$ cat src/rtl/pftbd_pkg.sv
// ----------------------------------------------------------------------------
// pftbd_pkg
// Types, constants and the 5x7 font ROM for the page framebuffer drawer.
// ----------------------------------------------------------------------------
`timescale 1ns / 1ps

package pftbd_pkg;

    localparam int DEF_COLUMNS  = 128;
    localparam int DEF_PAGES    = 8;
    localparam int GLYPH_COLS   = 5;
    localparam int CHAR_ADVANCE = 6;

    localparam logic [7:0] BYTE_CAP   = 8'hFF;
    localparam logic [7:0] BYTE_FILL  = 8'h7E;
    localparam logic [7:0] BYTE_EMPTY = 8'h42;
    localparam logic [7:0] BYTE_BLANK = 8'h00;

    typedef enum logic [1:0] {
        FUNC_CLEAR = 2'd0,
        FUNC_CHAR  = 2'd1,
        FUNC_BAR   = 2'd2,
        FUNC_READ  = 2'd3
    } func_t;

    typedef enum logic [1:0] {
        STS_DONE = 2'd0,
        STS_CLIP = 2'd1,
        STS_PAGE = 2'd2
    } status_t;

    typedef enum logic [1:0] {
        WR_NONE  = 2'd0,
        WR_ZERO  = 2'd1,
        WR_GLYPH = 2'd2,
        WR_BAR   = 2'd3
    } wr_sel_t;

    typedef enum logic [2:0] {
        ST_IDLE,
        ST_DISPATCH,
        ST_ROW_CLEAR,
        ST_CHAR_WR,
        ST_BAR_WR,
        ST_RESULT
    } state_t;

    typedef struct packed {
        func_t       func;
        logic [3:0]  page_sel;
        logic [6:0]  column;
        logic [7:0]  char_code;
        logic        first_char;
        logic [8:0]  bar_fraction;
    } in_item_t;

    typedef struct packed {
        status_t     status;
        logic [7:0]  read_data;
        logic [7:0]  next_column;
    } out_item_t;

    typedef struct packed {
        logic    take;
        logic    dispatch;
        logic    clear_all;
        logic    cnt_clr;
        logic    cnt_inc;
        wr_sel_t wr_sel;
        logic    set_valid;
        logic    cursor_adv;
        logic    load_out;
    } pftbd_cmd_t;

    typedef struct packed {
        func_t op;
        logic  page_bad;
        logic  clip;
        logic  row_valid;
        logic  cnt_last_row;
        logic  cnt_last_glyph;
        logic  out_free;
    } pftbd_sts_t;

    typedef logic [0:GLYPH_COLS-1][7:0] glyph_t;

    function automatic glyph_t glyph_lookup(input logic [7:0] code);
        logic [7:0] c;
        glyph_t     g;
        c = code;
        if (c >= 8'd97 && c <= 8'd122) begin
            c = c - 8'd32;
        end
        case (c)
            8'd32: g = {8'h00, 8'h00, 8'h00, 8'h00, 8'h00};
            8'd33: g = {8'h00, 8'h00, 8'h5F, 8'h00, 8'h00};
            8'd37: g = {8'h23, 8'h13, 8'h08, 8'h64, 8'h62};
            8'd39: g = {8'h00, 8'h05, 8'h03, 8'h00, 8'h00};
            8'd45: g = {8'h08, 8'h08, 8'h08, 8'h08, 8'h08};
            8'd46: g = {8'h00, 8'h60, 8'h60, 8'h00, 8'h00};
            8'd47: g = {8'h20, 8'h10, 8'h08, 8'h04, 8'h02};
            8'd48: g = {8'h3E, 8'h51, 8'h49, 8'h45, 8'h3E};
            8'd49: g = {8'h00, 8'h42, 8'h7F, 8'h40, 8'h00};
            8'd50: g = {8'h42, 8'h61, 8'h51, 8'h49, 8'h46};
            8'd51: g = {8'h21, 8'h41, 8'h45, 8'h4B, 8'h31};
            8'd52: g = {8'h18, 8'h14, 8'h12, 8'h7F, 8'h10};
            8'd53: g = {8'h27, 8'h45, 8'h45, 8'h45, 8'h39};
            8'd54: g = {8'h3C, 8'h4A, 8'h49, 8'h49, 8'h30};
            8'd55: g = {8'h01, 8'h71, 8'h09, 8'h05, 8'h03};
            8'd56: g = {8'h36, 8'h49, 8'h49, 8'h49, 8'h36};
            8'd57: g = {8'h06, 8'h49, 8'h49, 8'h29, 8'h1E};
            8'd58: g = {8'h00, 8'h36, 8'h36, 8'h00, 8'h00};
            8'd63: g = {8'h02, 8'h01, 8'h59, 8'h09, 8'h06};
            8'd65: g = {8'h7E, 8'h11, 8'h11, 8'h11, 8'h7E};
            8'd66: g = {8'h7F, 8'h49, 8'h49, 8'h49, 8'h36};
            8'd67: g = {8'h3E, 8'h41, 8'h41, 8'h41, 8'h22};
            8'd68: g = {8'h7F, 8'h41, 8'h41, 8'h22, 8'h1C};
            8'd69: g = {8'h7F, 8'h49, 8'h49, 8'h49, 8'h41};
            8'd70: g = {8'h7F, 8'h09, 8'h09, 8'h09, 8'h01};
            8'd71: g = {8'h3E, 8'h41, 8'h49, 8'h49, 8'h7A};
            8'd72: g = {8'h7F, 8'h08, 8'h08, 8'h08, 8'h7F};
            8'd73: g = {8'h00, 8'h41, 8'h7F, 8'h41, 8'h00};
            8'd74: g = {8'h20, 8'h40, 8'h41, 8'h3F, 8'h01};
            8'd75: g = {8'h7F, 8'h08, 8'h14, 8'h22, 8'h41};
            8'd76: g = {8'h7F, 8'h40, 8'h40, 8'h40, 8'h40};
            8'd77: g = {8'h7F, 8'h02, 8'h0C, 8'h02, 8'h7F};
            8'd78: g = {8'h7F, 8'h04, 8'h08, 8'h10, 8'h7F};
            8'd79: g = {8'h3E, 8'h41, 8'h41, 8'h41, 8'h3E};
            8'd80: g = {8'h7F, 8'h09, 8'h09, 8'h09, 8'h06};
            8'd81: g = {8'h3E, 8'h41, 8'h51, 8'h21, 8'h5E};
            8'd82: g = {8'h7F, 8'h09, 8'h19, 8'h29, 8'h46};
            8'd83: g = {8'h46, 8'h49, 8'h49, 8'h49, 8'h31};
            8'd84: g = {8'h01, 8'h01, 8'h7F, 8'h01, 8'h01};
            8'd85: g = {8'h3F, 8'h40, 8'h40, 8'h40, 8'h3F};
            8'd86: g = {8'h1F, 8'h20, 8'h40, 8'h20, 8'h1F};
            8'd87: g = {8'h3F, 8'h40, 8'h38, 8'h40, 8'h3F};
            8'd88: g = {8'h63, 8'h14, 8'h08, 8'h14, 8'h63};
            8'd89: g = {8'h07, 8'h08, 8'h70, 8'h08, 8'h07};
            8'd90: g = {8'h61, 8'h51, 8'h49, 8'h45, 8'h43};
            default: g = '0;
        endcase
        return g;
    endfunction

endpackage

$ cat src/rtl/pftbd_ctrl.sv
// ----------------------------------------------------------------------------
// pftbd_ctrl
// Sequencer: accepts one item, steps the datapath through its writes,
// hands the result to the output register.
// ----------------------------------------------------------------------------
`timescale 1ns / 1ps

module pftbd_ctrl (
    input  logic                   aclk,
    input  logic                   aresetn,
    input  logic                   s_valid,
    output logic                   s_ready,
    input  pftbd_pkg::pftbd_sts_t  sts,
    output pftbd_pkg::pftbd_cmd_t  cmd
);
    import pftbd_pkg::*;

    state_t state_reg, state_next;

    always_ff @(posedge aclk) begin
        if (!aresetn) begin
            state_reg <= ST_IDLE;
        end else begin
            state_reg <= state_next;
        end
    end

    always_comb begin
        state_next = state_reg;
        case (state_reg)
            ST_IDLE: begin
                if (s_valid) begin
                    state_next = ST_DISPATCH;
                end
            end
            ST_DISPATCH: begin
                case (sts.op)
                    FUNC_CHAR: begin
                        if (sts.page_bad || sts.clip) begin
                            state_next = ST_RESULT;
                        end else if (!sts.row_valid) begin
                            state_next = ST_ROW_CLEAR;
                        end else begin
                            state_next = ST_CHAR_WR;
                        end
                    end
                    FUNC_BAR: begin
                        state_next = sts.page_bad ? ST_RESULT : ST_BAR_WR;
                    end
                    default: state_next = ST_RESULT;
                endcase
            end
            ST_ROW_CLEAR: begin
                if (sts.cnt_last_row) begin
                    state_next = ST_CHAR_WR;
                end
            end
            ST_CHAR_WR: begin
                if (sts.cnt_last_glyph) begin
                    state_next = ST_RESULT;
                end
            end
            ST_BAR_WR: begin
                if (sts.cnt_last_row) begin
                    state_next = ST_RESULT;
                end
            end
            ST_RESULT: begin
                if (sts.out_free) begin
                    state_next = ST_IDLE;
                end
            end
            default: state_next = ST_IDLE;
        endcase
    end

    always_comb begin
        cmd     = '0;
        s_ready = 1'b0;
        case (state_reg)
            ST_IDLE: begin
                s_ready  = 1'b1;
                cmd.take = s_valid;
            end
            ST_DISPATCH: begin
                cmd.dispatch  = 1'b1;
                cmd.cnt_clr   = 1'b1;
                cmd.clear_all = (sts.op == FUNC_CLEAR);
            end
            ST_ROW_CLEAR: begin
                cmd.wr_sel    = WR_ZERO;
                cmd.cnt_inc   = 1'b1;
                cmd.cnt_clr   = sts.cnt_last_row;
                cmd.set_valid = sts.cnt_last_row;
            end
            ST_CHAR_WR: begin
                cmd.wr_sel     = WR_GLYPH;
                cmd.cnt_inc    = 1'b1;
                cmd.cursor_adv = sts.cnt_last_glyph;
            end
            ST_BAR_WR: begin
                cmd.wr_sel    = WR_BAR;
                cmd.cnt_inc   = 1'b1;
                cmd.set_valid = sts.cnt_last_row;
            end
            ST_RESULT: begin
                cmd.load_out = sts.out_free;
            end
            default: begin
                cmd = '0;
            end
        endcase
    end

endmodule

$ cat config.mk
export PLATFORM = sky130hd
export DESIGN_NAME = pftbd_ctrl
export DESIGN_NICKNAME = d
export VERILOG_FILES = /design/src/rtl/pftbd_pkg.sv /design/src/rtl/pftbd_ctrl.sv
export SDC_FILE = /design/constraint.sdc
export NUM_CORES = 1
export LEC_CHECK = 0
export BUFFER_PORTS_ARGS = -buffer_cell sky130_fd_sc_hd__buf_2
export CELL_PAD_IN_SITES_DETAIL_PLACEMENT = 1
export CELL_PAD_IN_SITES_GLOBAL_PLACEMENT = 2
export CORE_MARGIN = 1.5
export CORE_UTILIZATION = 23
export DETAILED_ROUTE_END_ITERATION = 16
export PLACE_DENSITY_LB_ADDON = 0.1
export REMOVE_ABC_BUFFERS = 1
export SLEW_MARGIN = 5
export SYNTH_ARGS = -nofsm -noshare
export SYNTH_HDL_FRONTEND = slang
export SYNTH_SLANG_ARGS = --single-unit
$ cat constraint.sdc
create_clock -name aclk -period 1.7 [get_ports aclk]
set_input_delay 0.255 -clock aclk [delete_from_list [all_inputs] [get_ports aclk]]
set_output_delay 0.255 -clock aclk [all_outputs]
set_load 0.005 [all_outputs]
==> impl_summary.log <==
INFO  metric drc = 0
INFO  metric setup.worst_path.end_class = output port
INFO  metric tightestPinTransition = 244.2 ps
INFO  metric globalplace.congestion = 0.6781
INFO  metric whs = 294.0 ps
INFO  metric n_antenna_cell = 0
INFO  metric most_common_library_cell_in_the_layout_ignoring_fill_and_taps = buf_2
INFO  metric max_stage_delay = 440 ps
INFO  metric synth_simple_gate_area_frac = 0.3758
INFO  metric post-place-ws = 278.4 ps
INFO  metric power.switching_fraction = 0.3805
INFO  metric synthesis.area_per_instance = 7.790 µm²
INFO  metric synth_compound_gate_area_share = 0.1939
INFO  metric hold_viol = 0
INFO  metric critical-path-top-delay-family = flip-flops
INFO  metric cpMaxStageDelayCell = dfxtp_2
INFO  metric dominant_combinational_cell_family_by_area_after_synthesis = simple AND/OR/NAND/NOR gates
INFO  metric drt-pass1-iter-count = 4
INFO  metric synth.mux.area_fraction = 0.07576
INFO  metric worstPathBufferInverterCount = 1
INFO  metric power.static_leakage = 0.2905 nW
INFO  metric number_of_flip_flops_under_the_largest_register_name = 3
INFO  metric fillCellCount = 230
INFO  metric seqPwrFrac = 0.219
INFO  metric setup_viol = 0
INFO  metric die_area = 2058 µm²
INFO  metric placed_cells = 100
INFO  metric numCtsBuffers = 3
INFO  metric hpwl = 920.7 µm
INFO  metric min_period_over_period = 0.8707
INFO  metric pins_over_slew_limit = 0
INFO  metric port_buffers = 21
INFO  metric synth.yosys.warnings = 0
INFO  metric startpoint_type = flip-flop
INFO  metric final_net_count = 94
INFO  metric postLayoutSetupSlackWorst = 219.8 ps
INFO  metric worstSkewPairLatency = 230 ps
INFO  metric crit_chain = mux2_2 -> nor2_1 -> buf_2
INFO  metric drt-initial-drc-count = 6
INFO  metric cts_tree = built
INFO  metric critical_path_class = reg -> out
INFO  metric core_area = 1708 µm²
INFO  metric p_int = 0.3341 mW
INFO  metric number_of_different_library_cells_in_the_post_synthesis_netlist = 27
INFO  metric synth.ff_latch_count = 3
INFO  metric slew_headroom = 0.8372
INFO  metric area_growth_syn_to_layout = 39.70%
INFO  metric critPathArrivalTime = 1230 ps
INFO  metric path_clk_slew = 40 ps
INFO  metric ctsRootBufferMaster = clkbuf_4
INFO  metric totalWireLength = 1082 µm
INFO  metric worst_clock_skew = 0.2182 ps
INFO  metric cts.sinks = 3
INFO  metric drive_above_1_share = 0.4557
INFO  metric finalPower = 0.5393 mW
INFO  metric cts-htree-levels = 1
INFO  metric global_route_wire_length_before_repair = 1800 µm
INFO  metric clkPwrFrac = 0.232
INFO  metric mappedNetlistArea = 412.9 µm²
INFO  metric layout.cells.non_filler = 104
INFO  metric share_of_power_burned_in_combinational_logic = 0.549
INFO  metric worst_hold_path_type = in -> reg
INFO  metric status = finished clean
INFO  metric drv.max_cap_violation_count = 0
INFO  metric worstPathRequired = 1440 ps
INFO  metric grt_usage = 0.1242
INFO  metric ant_nets = 0
INFO  metric timing.fmax = 0.6756 GHz
INFO  metric rsz0062_at_grt = no
INFO  metric num_vias = 446
INFO  metric io_pins = 22
INFO  metric rows = 15
INFO  metric ctsLongestPathBuffers = 2
INFO  metric synth.yosys.seq_area_share = 0.1455
INFO  metric die_width = 45.37 µm
INFO  metric power.density_cell_area = 935.0 nW/µm²
INFO  metric cts_hold_buf = 0
INFO  metric initial_utilization = 0.2418
INFO  metric xor_xnor_portion_of_the_synthesized_cell_area = 0
INFO  metric grt_start_max_net_pins = 13
INFO  metric initial_antenna_violation_count = 0
INFO  metric detail_route.vias_per_cell = 4.288
INFO  metric final.min_clock_period = 1480 ps
INFO  metric critical_path.max_fanout = 12
INFO  metric peakVddDrop = 0.2691 mV
INFO  metric via_count_of_the_first_global_routing_pass = 406
INFO  metric synth_fa_ha_area_frac = 0.09091
INFO  metric netlist_instances = 53
INFO  metric globalRouteOverflowTotal = 0
INFO  metric die_h = 45.37 µm
INFO  metric power.switching = 0.2052 mW
INFO  metric top_library_cells_by_usage_in_the_layout_fill_and_taps_aside = 21 x buf_2, 5 x inv_1, 5 x o21ai_0, 5 x nand2_1
INFO  metric setup_tns = 0 ps
INFO  metric wl_per_cell = 10.40 µm
==> Yosys cell counts, drive strengths merged <==
cell type / count / area [µm²]
and2: 3 / 18.77
o21ai: 6 / 33.78
inv: 5 / 18.77
buf: 3 / 30.03
nand3: 2 / 10.01
a31oi: 1 / 6.260
mux2i: 2 / 20.02
nand2: 5 / 18.77
dfxtp: 3 / 60.06
and3b: 1 / 8.760
nor3b: 3 / 38.79
o311a: 1 / 10.01
nor2b: 2 / 15.02
nor2: 5 / 21.27
a21oi: 1 / 5.000
nor3: 1 / 5.000
ha: 3 / 37.54
a32oi: 2 / 25.03
mux2: 1 / 11.26
nand2b: 3 / 18.77
==> cell type report <==
cell class	instances	area (µm²)	share of cell area
Inverter	5	18.77	0.03254
Clock buffer	4	26.28	0.04555
Timing Repair Buffer	25	135.1	0.2343
Multi-Input combinational cell	42	304.0	0.5271
Sequential cell	3	61.31	0.1063
Tap cell	25	31.28	0.05423
==> repair_timing <==
action / 4_1_cts / 5_1_grt
endpoints found under the setup margin: 0 / 4
endpoints found under the hold margin: 0 / 0
setup buffers: 0 / 0
gates resized for setup: 0 / 1
==> final timing paths <==
kind | endpoint | slack, ps | from | depth (start not counted)
max reg2reg | state_reg[0]$_SDFFE_PN0P_ | 440 | state_reg[1]$_SDFFE_PN0P_ | 5
min reg2reg | state_reg[0]$_SDFFE_PN0P_ | 550 | state_reg[0]$_SDFFE_PN0P_ | 2
max | cmd[6] | 220 | state_reg[0]$_SDFFE_PN0P_ | 3
min | state_reg[2]$_SDFFE_PN0P_ | 290 | aresetn | 2
==> cell families (layout without fill, tap and decap cells) <==
kind of cell             after synthesis  in the layout
AO/OA/AOI/OAI                         11             11
adder cells (fa/ha/maj)                3              3
buffers and inverters                  8             34
flip-flops                             3              3
multiplexers                           3              3
AND/OR/NAND/NOR                       25             25
==> power groups by stage <==
stage | clock network [mW] | registers [mW] | logic, mW
6_report | 0.125 | 0.118 | 0.296
5_1_grt | 0.143 | 0.124 | 0.332
4_1_cts | 0.132 | 0.118 | 0.301
3_5_place_dp | 0 | 0.119 | 0.300
3_3_place_gp | 0 | 0.116 | 0.302
2_1_floorplan | 0 | 0.123 | 0.160
==> routing by layer <==
metal | wire (µm) | GRT usage | share of wire
met1 | 548 | 0.1775 | 0.51
met5 | 0 | 0 | 0
met3 | 23 | 0.04762 | 0.021
met4 | 0 | 0.03529 | 0
met2 | 510 | 0.1714 | 0.47
==> per-stage QoR <==
stage / utilization / area [µm²]
floorplan: - / 382.9
global placement: 0.3216 / 549.3
detailed placement: 0.3216 / 549.3
CTS: 0.3370 / 575.6
global route: 0.3377 / 576.8
finish: 0.3377 / 576.8
Power figures use the tool's default switching activity.
